### src/qet_pkg.sv
// Package: shared types, constants and the phase transition table for the encoder tracker.
`timescale 1ns / 1ps

package qet_pkg;

  localparam int ChannelsDefault = 8;
  localparam int QueueDepth      = 4;

  localparam int ChanW   = 3;
  localparam int PosW    = 16;
  localparam int SettleW = 8;
  localparam int DeltaW  = 8;
  localparam int ThreshW = 7;
  localparam int HoldW   = 16;
  localparam int CodeW   = 2;

  localparam int InDataW  = 8;
  localparam int OutDataW = 40;
  localparam int AddrW    = 5;
  localparam int RegW     = 32;

  // register indexes (byte address / 4)
  localparam logic [2:0] REG_STEPS_PER_TURN = 3'd0;
  localparam logic [2:0] REG_SETTLE_SAMPLES = 3'd1;
  localparam logic [2:0] REG_LOGICAL_STEP   = 3'd2;
  localparam logic [2:0] REG_DIR_THRESHOLD  = 3'd3;
  localparam logic [2:0] REG_DIR_HOLD       = 3'd4;
  localparam logic [2:0] REG_SWAP_CHANNELS  = 3'd5;

  // step and direction codes
  localparam logic [CodeW-1:0] STEP_NONE = 2'd0;
  localparam logic [CodeW-1:0] STEP_CW   = 2'd1;
  localparam logic [CodeW-1:0] STEP_CCW  = 2'd2;

  typedef struct packed {
    logic [PosW-1:0]    steps_per_turn;
    logic [SettleW-1:0] settle_samples;
    logic [PosW-1:0]    logical_step;
    logic [ThreshW-1:0] dir_threshold;
    logic [HoldW-1:0]   dir_hold;
    logic               swap_channels;
  } cfg_t;

  // classified sample handed from front to back
  typedef struct packed {
    logic [ChanW-1:0] channel;
    logic             in_range;
    logic [1:0]       pins;
  } item_t;

  // entry: [5:4] step code, [1:0] next phase
  function automatic logic [7:0] phase_lookup(input logic [3:0] idx);
    logic [7:0] e;
    case (idx)
      4'd0:    e = 8'h00;
      4'd1:    e = 8'h11;
      4'd2:    e = 8'h22;
      4'd3:    e = 8'h03;
      4'd4:    e = 8'h20;
      4'd5:    e = 8'h01;
      4'd6:    e = 8'h02;
      4'd7:    e = 8'h13;
      4'd8:    e = 8'h10;
      4'd9:    e = 8'h01;
      4'd10:   e = 8'h02;
      4'd11:   e = 8'h23;
      4'd12:   e = 8'h00;
      4'd13:   e = 8'h21;
      4'd14:   e = 8'h12;
      4'd15:   e = 8'h03;
      default: e = 8'h00;
    endcase
    return e;
  endfunction

endpackage

### src/quadrature_encoder_tracker_core.sv
// Top level of the multi-channel quadrature encoder tracker.
//
//   port group   dir  beat contents
//   s_axis_*     in   one pin sample: channel, pin_a, pin_b
//   m_axis_*     out  one result per sample: channel, positions, direction, step
//   APB          in   configuration registers at byte address 4*index
//
// One sample per cycle sustained while the output is not stalled; a taken beat passes through
// the front queue entry, then the channel update into the output register.
// Per-channel state is in flip-flops and clears at reset.
// The four-entry queue lets input beats be taken while the output is stalled;
// s_axis_tready drops only when the queue is full.
`timescale 1ns / 1ps

module quadrature_encoder_tracker_core
  import qet_pkg::*;
#(
  parameter int CHANNELS = ChannelsDefault
) (
  input  logic                clk_i,
  input  logic                rst_ni,
  input  logic                s_axis_tvalid,
  output logic                s_axis_tready,
  input  logic [InDataW-1:0]  s_axis_tdata,  // [2:0] channel, [3] pin_a, [4] pin_b
  output logic                m_axis_tvalid,
  input  logic                m_axis_tready,
  // [2:0] out_channel, [18:3] physical_position, [34:19] logical_position,
  // [36:35] direction, [38:37] step_taken
  output logic [OutDataW-1:0] m_axis_tdata,
  input  logic                psel,
  input  logic                penable,
  input  logic                pwrite,
  input  logic [AddrW-1:0]    paddr,
  input  logic [RegW-1:0]     pwdata,
  output logic [RegW-1:0]     prdata,
  output logic                pready
);

  cfg_t  cfg;
  item_t push_item, pop_item;
  logic  q_push, q_full, q_pop, q_valid;

  qet_cfg u_cfg (
    .clk_i   (clk_i),
    .rst_ni  (rst_ni),
    .psel    (psel),
    .penable (penable),
    .pwrite  (pwrite),
    .paddr   (paddr),
    .pwdata  (pwdata),
    .prdata  (prdata),
    .pready  (pready),
    .cfg_o   (cfg)
  );

  qet_front #(.CHANNELS(CHANNELS)) u_front (
    .s_axis_tvalid (s_axis_tvalid),
    .s_axis_tready (s_axis_tready),
    .s_axis_tdata  (s_axis_tdata),
    .swap_i        (cfg.swap_channels),
    .q_full_i      (q_full),
    .q_push_o      (q_push),
    .q_item_o      (push_item)
  );

  qet_queue u_queue (
    .clk_i   (clk_i),
    .rst_ni  (rst_ni),
    .push_i  (q_push),
    .item_i  (push_item),
    .full_o  (q_full),
    .pop_i   (q_pop),
    .valid_o (q_valid),
    .item_o  (pop_item)
  );

  qet_back #(.CHANNELS(CHANNELS)) u_back (
    .clk_i         (clk_i),
    .rst_ni        (rst_ni),
    .cfg_i         (cfg),
    .q_valid_i     (q_valid),
    .q_item_i      (pop_item),
    .q_pop_o       (q_pop),
    .m_axis_tvalid (m_axis_tvalid),
    .m_axis_tready (m_axis_tready),
    .m_axis_tdata  (m_axis_tdata)
  );

endmodule

### src/qet_cfg.sv
// APB register block holding the tracker configuration.
`timescale 1ns / 1ps

module qet_cfg
  import qet_pkg::*;
(
  input  logic             clk_i,
  input  logic             rst_ni,
  input  logic             psel,
  input  logic             penable,
  input  logic             pwrite,
  input  logic [AddrW-1:0] paddr,
  input  logic [RegW-1:0]  pwdata,
  output logic [RegW-1:0]  prdata,
  output logic             pready,
  output cfg_t             cfg_o
);

  cfg_t       cfg_q, cfg_d;
  logic [2:0] reg_idx;
  logic       wr_en;

  assign pready  = 1'b1;
  assign reg_idx = paddr[AddrW-1:2];
  assign wr_en   = psel && penable && pwrite;
  assign cfg_o   = cfg_q;

  always_comb begin
    cfg_d = cfg_q;
    if (wr_en) begin
      case (reg_idx)
        REG_STEPS_PER_TURN: cfg_d.steps_per_turn = pwdata[PosW-1:0];
        REG_SETTLE_SAMPLES: cfg_d.settle_samples = pwdata[SettleW-1:0];
        REG_LOGICAL_STEP:   cfg_d.logical_step   = pwdata[PosW-1:0];
        REG_DIR_THRESHOLD:  cfg_d.dir_threshold  = pwdata[ThreshW-1:0];
        REG_DIR_HOLD:       cfg_d.dir_hold       = pwdata[HoldW-1:0];
        REG_SWAP_CHANNELS:  cfg_d.swap_channels  = pwdata[0];
        default: ;
      endcase
    end
  end

  always_comb begin
    case (reg_idx)
      REG_STEPS_PER_TURN: prdata = RegW'(cfg_q.steps_per_turn);
      REG_SETTLE_SAMPLES: prdata = RegW'(cfg_q.settle_samples);
      REG_LOGICAL_STEP:   prdata = RegW'(cfg_q.logical_step);
      REG_DIR_THRESHOLD:  prdata = RegW'(cfg_q.dir_threshold);
      REG_DIR_HOLD:       prdata = RegW'(cfg_q.dir_hold);
      REG_SWAP_CHANNELS:  prdata = RegW'(cfg_q.swap_channels);
      default:            prdata = '0;
    endcase
  end

  always_ff @(posedge clk_i or negedge rst_ni) begin
    if (!rst_ni) begin
      cfg_q.steps_per_turn <= 16'd600;
      cfg_q.settle_samples <= 8'd4;
      cfg_q.logical_step   <= 16'd1;
      cfg_q.dir_threshold  <= 7'd2;
      cfg_q.dir_hold       <= 16'd100;
      cfg_q.swap_channels  <= 1'b0;
    end else begin
      cfg_q <= cfg_d;
    end
  end

endmodule

### src/qet_front.sv
// Front end: accepts input beats, checks the channel and maps the pins into a phase code.
`timescale 1ns / 1ps

module qet_front
  import qet_pkg::*;
#(
  parameter int CHANNELS = ChannelsDefault
) (
  input  logic               s_axis_tvalid,
  output logic               s_axis_tready,
  input  logic [InDataW-1:0] s_axis_tdata,
  input  logic               swap_i,
  input  logic               q_full_i,
  output logic               q_push_o,
  output item_t              q_item_o
);

  localparam int ChIdxW = (CHANNELS > 1) ? $clog2(CHANNELS) : 1;
  localparam int CmpW   = ChIdxW + ChanW;

  logic [ChanW-1:0] chan;
  logic             pin_a, pin_b;

  assign chan  = s_axis_tdata[ChanW-1:0];
  assign pin_a = s_axis_tdata[ChanW];
  assign pin_b = s_axis_tdata[ChanW+1];

  assign s_axis_tready = !q_full_i;
  assign q_push_o      = s_axis_tvalid && !q_full_i;

  always_comb begin
    q_item_o.channel  = chan;
    q_item_o.in_range = CmpW'(chan) < CmpW'(CHANNELS);
    q_item_o.pins     = swap_i ? {pin_a, pin_b} : {pin_b, pin_a};
  end

endmodule

### src/qet_queue.sv
// Short FIFO between the front end and the channel update stage.
`timescale 1ns / 1ps

module qet_queue
  import qet_pkg::*;
(
  input  logic  clk_i,
  input  logic  rst_ni,
  input  logic  push_i,
  input  item_t item_i,
  output logic  full_o,
  input  logic  pop_i,
  output logic  valid_o,
  output item_t item_o
);

  localparam int PtrW = $clog2(QueueDepth);
  localparam int CntW = $clog2(QueueDepth + 1);

  item_t           mem_q [QueueDepth];
  logic [PtrW-1:0] wr_ptr_q, wr_ptr_d, rd_ptr_q, rd_ptr_d;
  logic [CntW-1:0] count_q, count_d;
  logic            do_pop;

  assign full_o  = count_q == CntW'(QueueDepth);
  assign valid_o = count_q != '0;
  assign item_o  = mem_q[rd_ptr_q];
  assign do_pop  = pop_i && valid_o;

  always_comb begin
    wr_ptr_d = push_i ? wr_ptr_q + PtrW'(1) : wr_ptr_q;
    rd_ptr_d = do_pop ? rd_ptr_q + PtrW'(1) : rd_ptr_q;
    count_d  = count_q;
    if (push_i && !do_pop) begin
      count_d = count_q + CntW'(1);
    end else if (!push_i && do_pop) begin
      count_d = count_q - CntW'(1);
    end
  end

  always_ff @(posedge clk_i) begin
    if (push_i) begin
      mem_q[wr_ptr_q] <= item_i;
    end
  end

  always_ff @(posedge clk_i or negedge rst_ni) begin
    if (!rst_ni) begin
      wr_ptr_q <= '0;
      rd_ptr_q <= '0;
      count_q  <= '0;
    end else begin
      wr_ptr_q <= wr_ptr_d;
      rd_ptr_q <= rd_ptr_d;
      count_q  <= count_d;
    end
  end

endmodule

### src/qet_back.sv
// Back end: per-channel phase, settle, position and direction update with output register.
`timescale 1ns / 1ps

module qet_back
  import qet_pkg::*;
#(
  parameter int CHANNELS = ChannelsDefault
) (
  input  logic                clk_i,
  input  logic                rst_ni,
  input  cfg_t                cfg_i,
  input  logic                q_valid_i,
  input  item_t               q_item_i,
  output logic                q_pop_o,
  output logic                m_axis_tvalid,
  input  logic                m_axis_tready,
  output logic [OutDataW-1:0] m_axis_tdata
);

  localparam int ChIdxW = (CHANNELS > 1) ? $clog2(CHANNELS) : 1;

  logic [1:0]         phase_q   [CHANNELS];
  logic [CodeW-1:0]   pend_q    [CHANNELS];
  logic [SettleW-1:0] settle_q  [CHANNELS];
  logic [PosW-1:0]    phys_q    [CHANNELS];
  logic [PosW-1:0]    logic_q   [CHANNELS];
  logic [DeltaW-1:0]  delta_q   [CHANNELS];
  logic [CodeW-1:0]   dir_q     [CHANNELS];
  logic [HoldW-1:0]   hold_q    [CHANNELS];

  logic               out_valid_q;
  logic [OutDataW-1:0] out_data_q, out_data_d;

  logic [ChIdxW-1:0]  ci;
  logic               upd;
  logic [7:0]         entry;
  logic [CodeW-1:0]   emit, step;
  logic [1:0]         phase_d;
  logic [CodeW-1:0]   pend_d, dir_d;
  logic [SettleW-1:0] settle_d;
  logic [PosW-1:0]    phys_d, logic_d, phys_inc, phys_dec;
  logic [DeltaW-1:0]  delta_d, delta_inc, delta_dec, th_pos, th_neg;
  logic [HoldW-1:0]   hold_d;

  assign ci      = ChIdxW'(q_item_i.channel);
  assign q_pop_o = q_valid_i && (!out_valid_q || m_axis_tready);
  assign upd     = q_pop_o && q_item_i.in_range;

  assign m_axis_tvalid = out_valid_q;
  assign m_axis_tdata  = out_data_q;

  assign phys_inc  = phys_q[ci] + PosW'(1);
  assign phys_dec  = phys_q[ci] - PosW'(1);
  assign delta_inc = delta_q[ci] + DeltaW'(1);
  assign delta_dec = delta_q[ci] - DeltaW'(1);
  assign th_pos    = DeltaW'(cfg_i.dir_threshold);
  assign th_neg    = DeltaW'(~th_pos + DeltaW'(1));

  always_comb begin
    settle_d = (settle_q[ci] != '0) ? settle_q[ci] - SettleW'(1) : '0;
    if (hold_q[ci] != '0) begin
      hold_d = hold_q[ci] - HoldW'(1);
      dir_d  = dir_q[ci];
    end else begin
      hold_d = '0;
      dir_d  = STEP_NONE;
    end

    entry   = phase_lookup({phase_q[ci], q_item_i.pins});
    phase_d = entry[1:0];
    emit    = entry[5:4];
    pend_d  = pend_q[ci];
    step    = STEP_NONE;

    if (emit != STEP_NONE) begin
      if (pend_q[ci] == STEP_NONE) begin
        pend_d   = emit;
        settle_d = cfg_i.settle_samples;
      end else if (emit == pend_q[ci]) begin
        settle_d = cfg_i.settle_samples;
      end else begin
        pend_d   = STEP_NONE;
        settle_d = '0;
      end
    end else if (pend_q[ci] != STEP_NONE && settle_d == '0) begin
      step   = pend_q[ci];
      pend_d = STEP_NONE;
    end

    phys_d  = phys_q[ci];
    logic_d = logic_q[ci];
    delta_d = delta_q[ci];
    if (step == STEP_CCW) begin
      phys_d  = (phys_dec >= cfg_i.steps_per_turn) ? cfg_i.steps_per_turn - PosW'(1) : phys_dec;
      logic_d = logic_q[ci] - cfg_i.logical_step;
      delta_d = delta_dec;
      if ($signed(delta_dec) <= $signed(th_neg)) begin
        delta_d = '0;
        dir_d   = STEP_CCW;
        hold_d  = cfg_i.dir_hold;
      end
    end else if (step != STEP_NONE) begin
      phys_d  = (phys_inc >= cfg_i.steps_per_turn) ? '0 : phys_inc;
      logic_d = logic_q[ci] + cfg_i.logical_step;
      delta_d = delta_inc;
      if ($signed(delta_inc) >= $signed(th_pos)) begin
        delta_d = '0;
        dir_d   = STEP_CW;
        hold_d  = cfg_i.dir_hold;
      end
    end

    if (q_item_i.in_range) begin
      out_data_d = {1'b0, step, dir_d, logic_d, phys_d, q_item_i.channel};
    end else begin
      out_data_d = {1'b0, STEP_NONE, STEP_NONE, PosW'(0), PosW'(0), q_item_i.channel};
    end
  end

  always_ff @(posedge clk_i or negedge rst_ni) begin
    if (!rst_ni) begin
      for (int i = 0; i < CHANNELS; i++) begin
        phase_q[i]  <= '0;
        pend_q[i]   <= STEP_NONE;
        settle_q[i] <= '0;
        phys_q[i]   <= '0;
        logic_q[i]  <= '0;
        delta_q[i]  <= '0;
        dir_q[i]    <= STEP_NONE;
        hold_q[i]   <= '0;
      end
    end else if (upd) begin
      phase_q[ci]  <= phase_d;
      pend_q[ci]   <= pend_d;
      settle_q[ci] <= settle_d;
      phys_q[ci]   <= phys_d;
      logic_q[ci]  <= logic_d;
      delta_q[ci]  <= delta_d;
      dir_q[ci]    <= dir_d;
      hold_q[ci]   <= hold_d;
    end
  end

  always_ff @(posedge clk_i or negedge rst_ni) begin
    if (!rst_ni) begin
      out_valid_q <= 1'b0;
    end else if (q_pop_o) begin
      out_valid_q <= 1'b1;
    end else if (m_axis_tready) begin
      out_valid_q <= 1'b0;
    end
  end

  always_ff @(posedge clk_i) begin
    if (q_pop_o) begin
      out_data_q <= out_data_d;
    end
  end

endmodule

### config.mk
export PLATFORM = sky130hd
export DESIGN_NAME = quadrature_encoder_tracker_core
export DESIGN_NICKNAME = d
export VERILOG_FILES = /design/src/qet_pkg.sv /design/src/quadrature_encoder_tracker_core.sv /design/src/qet_cfg.sv /design/src/qet_front.sv /design/src/qet_queue.sv /design/src/qet_back.sv
export SDC_FILE = /design/constraint.sdc
export NUM_CORES = 2
export LEC_CHECK = 0
export ABC_AREA = 1
export BUFFER_PORTS_ARGS = -buffer_cell sky130_fd_sc_hd__clkbuf_2
export CAP_MARGIN = 15
export CORE_ASPECT_RATIO = 1.1
export CORE_MARGIN = 2
export CORE_UTILIZATION = 55
export DETAILED_ROUTE_END_ITERATION = 12
export PLACE_DENSITY = 0.83
export SETUP_SLACK_MARGIN = 0.05
export SLEW_MARGIN = 20
export SYNTH_ARGS = -nofsm -noshare
export SYNTH_HDL_FRONTEND = slang
export SYNTH_SLANG_ARGS = --single-unit
### constraint.sdc
create_clock -name clk_i -period 7 [get_ports clk_i]
set_clock_uncertainty 0.15 [all_clocks]
set_input_delay 0.7 -clock clk_i [delete_from_list [all_inputs] [get_ports clk_i]]
set_output_delay 0.7 -clock clk_i [all_outputs]
set_load 0.02 [all_outputs]
==> metrics.txt <==
setup TNS=0 ps; Clock Sinks=691; Hold Crit Class=input port to asynchronous set/reset pin; vias in the first global route=34375; DR WL/cell=approximately 20 um; largest net degree at the start of global routing=173; Post-synth EDFFs=59; first-pass GRT wire length=around 190000 um; port buffer count=just under 90; Worst Max-Slew Pin Slew=1120 ps; multi-input logic area=18000 um2; htree depth=3; via/cell ratio=5.78; Initial Util=0.558; CTS buffer count=71; layout cells sized above 1=0.0842; Data required, critical path=7330 ps; final hold slack=-25.9 ps; Netlist Area Pre-Place=slightly below 40000 um2; clk slew on worst S/H paths=60 ps; TritonCTS clock tree=done; antenna viol nets, final=0; detailed placer's ending HPWL=78000 um; Rel. slew slack=0.250; Area growth syn-to-layout=8.95%; # rows=slightly above 100; fin. max-slew vios=0; FF-to-FF End=u_back.phys_q[113]$_DFFE_PN0P_; via count=36000; crit path time final=around 6400 ps; fillers=6118; sequential fraction of the synthesis area=0.456; initial DRC count=4310; top_reg_cell synth=dfrtp_1; worst-path fanout max=75; Yosys top cell area share=0.403; Die Ht=282 um; CP Launch Type=flop; GRT Util Overall=0.341; failing checks=negative hold slack; Final Non-Filler Cells=6230; FF-to-FF path depth=31; Yosys top cell by area=dfrtp_1; Arr. time, crit path=6730 ps; Synth cell types=61; Detailed Route WL=124000 um; Yosys warning total=0; Worst-Skew Late Latency=650 ps; Clock Path Buffers=3; Synth Instances=between 5000 and 6000; Syn Area/Cell=7.35 um2; Yosys reg bits=691; Die ar.=slightly above 70000 um2; Root Buffer=clkbuf_16; slowest stage cell, crit path=dfrtp_1; critical setup path kind=flop to flop; die width=257 um; Register Area=17600 um2; Crit. Startpoint=u_queue.rd_ptr_q[0]$_DFFE_PN0P_; Worst setup EP type=flop; most frequent CP cell=nand2_1; FMAX=156 MHz; Final Wtd Congestion=0.991; status=complete, but fails checks; Max Cap Viol=0; Worst R2R Start=u_queue.rd_ptr_q[0]$_DFFE_PN0P_; Final setup viols=0; top area cells in the synthesized netlist=dfrtp_1, nand2_1, edfxtp_1, inv_1, o21ai_0; Final Hold Violating Endpoints=16; # IOs=127; DRC violations left=0; RSZ-0062 raised after global routing=no; NumNets Final=approximately 5400; Final period util=0.914; total gr overflow=0; Reg2Reg Setup Slack=600 ps; Core ar.=69300 um2; Post-synth ARST share=0.915; initial antenna violation count=4; Largest stage delay, worst path=approximately 680 ps; placed cells=6097; drt pass-1 iters=9; worst setup path endpoint=u_back.phys_q[113]$_DFFE_PN0P_
==> through the flow <==
stage | area (um2) | hold slack [ps] | setup slack, ps | util
6_report | 42100 | -25.9 | 600 | 0.607
5_1_grt | 42100 | 45.5 | 100 | 0.607
3_5_place_dp | 39700 | 309 | 758 | 0.573
3_3_place_gp | 39700 | 304 | 875 | 0.573
2_1_floorplan | 38700 | 254 | 1960 | -
4_1_cts | 42000 | 22.6 | 594 | 0.607
==> worst max-delay path: cells and delay by family, from the launching register on <==
family	cells	cell delay, ps
buf+inv	6	1010
compound gates	2	150
xor+xnor	1	230
flops	1	680
simple gates	20	3480
fa+ha+maj	2	470
==> per-layer routing <==
metal,up-vias,wire [um],GRT usage
met2,2169,55400,0.532
li1,16427,-,-
met4,2,7260,0.195
met5,-,17,0
met1,16912,46900,0.440
met3,490,14000,0.0772
==> layout make-up <==
type                       instances  share of cell area
clock inverter                    28             0.00675
multi-input combinational       3843               0.429
inverter                         467              0.0418
antenna                            4            0.000238
clock buffer                     100              0.0489
tap                              927              0.0276
sequential                       691               0.418
timing repair buffer             170              0.0274
==> cells by family after synthesis <==
kind of cell / Yosys count / synth area share
compound gates: 609 / 0.0910
simple gates: 3046 / 0.323
buf+inv: 732 / 0.0817
other cells: 2 / 0.000195
xor+xnor: 78 / 0.0177
flops: 691 / 0.456
fa+ha+maj: 92 / 0.0304
==> repair_timing <==
item / 4_1_cts / 5_1_grt
hold buffers: 0 / 0
buffers inserted: 0 / 0
endpoints found under the setup margin: 0 / 8
hold endpoints to repair: 0 / 0
gates resized for setup: 0 / 1
==> placed cells by master (no fill, tap or decap), types with 7 or more instances in the layout <==
cell type,count
nand2_1,2324
dfrtp_1,622
inv_1,442
o21ai_0,328
nand3_1,293
nor2_1,253
ha_1,89
clkbuf_2,86
a21oi_1,82
buf_4,77
xor2_1,75
clkbuf_16,73
o211ai_1,66
edfxtp_1,59
o21ai_1,58
nand3_2,34
nand2_2,29
nor2_4,22
nor3_1,21
o22ai_1,18
and2_1,18
conb_1,18
inv_2,17
nor2_2,15
clkbuf_1,14
clkbuf_8,13
o221ai_1,11
or2_2,10
clkinv_2,10
dfstp_2,10
clkinv_1,8
o211ai_4,8
nand4_1,7
==> worst min-delay path by stage <==
stage,start,to,slack [ps]
after floorplan,rst_ni,u_back.delta_q[0]$_DFFE_PN0P_,250
after global placement,u_back.phase_q[8]$_DFFE_PN0P_,u_back.phase_q[8]$_DFFE_PN0P_,300
after global routing,rst_ni,u_back.delta_q[29]$_DFFE_PN0P_,50
after CTS,rst_ni,u_back.delta_q[14]$_DFFE_PN0P_,20
after detailed placement,u_back.phase_q[8]$_DFFE_PN0P_,u_back.phase_q[8]$_DFFE_PN0P_,310
final,rst_ni,u_back.delta_q[29]$_DFFE_PN0P_,-30
==> sequential cells by signal (all words and copies together) (netlist names), 3 cells and up <==
| signal | count |
|---|---|
| u_queue.count_q | 3 |
| u_queue.mem_q | 20 |
| u_back.hold_q | 128 |
| u_back.settle_q | 64 |
| u_cfg.cfg_o | 64 |
| u_back.dir_q | 16 |
| u_back.pend_q | 16 |
| u_back.phys_q | 128 |
| u_back.phase_q | 16 |
| u_back.logic_q | 128 |
| u_back.delta_q | 64 |
| u_back.m_axis_tdata | 39 |
==> Yosys cell counts, types with 3 or more instances <==
master and n:
o32ai_1 3, o211ai_1 66, o31ai_1 3, inv_1 444
nand3_4 5, o21ai_0 328, ha_1 89, o21bai_1 5
edfxtp_1 59, buf_2 45, and2_1 18, or2_2 10
nor2_1 262, dfstp_2 10, nand4_1 7, nor3_1 21
a31oi_1 4, nand3_2 33, xnor2_1 3, a21oi_1 82
o22ai_1 18, nor2_2 18, clkinv_1 8, dfrtp_1 622
o211ai_4 7, a21boi_0 4, buf_1 13, o21ai_1 58
a221oi_1 6, nor4_1 3, nand3_1 294, inv_2 13
buf_6 23, nand2_4 4, nor2_4 10, buf_4 42
fa_1 3, clkbuf_1 141, nand2_1 2324, o221ai_1 11
nand2_2 29, xor2_1 75, nor3_2 3
Power is left out: the tool's default activity adds up to more than one toggle a clock period on the data nets, which glitch-free logic cannot reach.
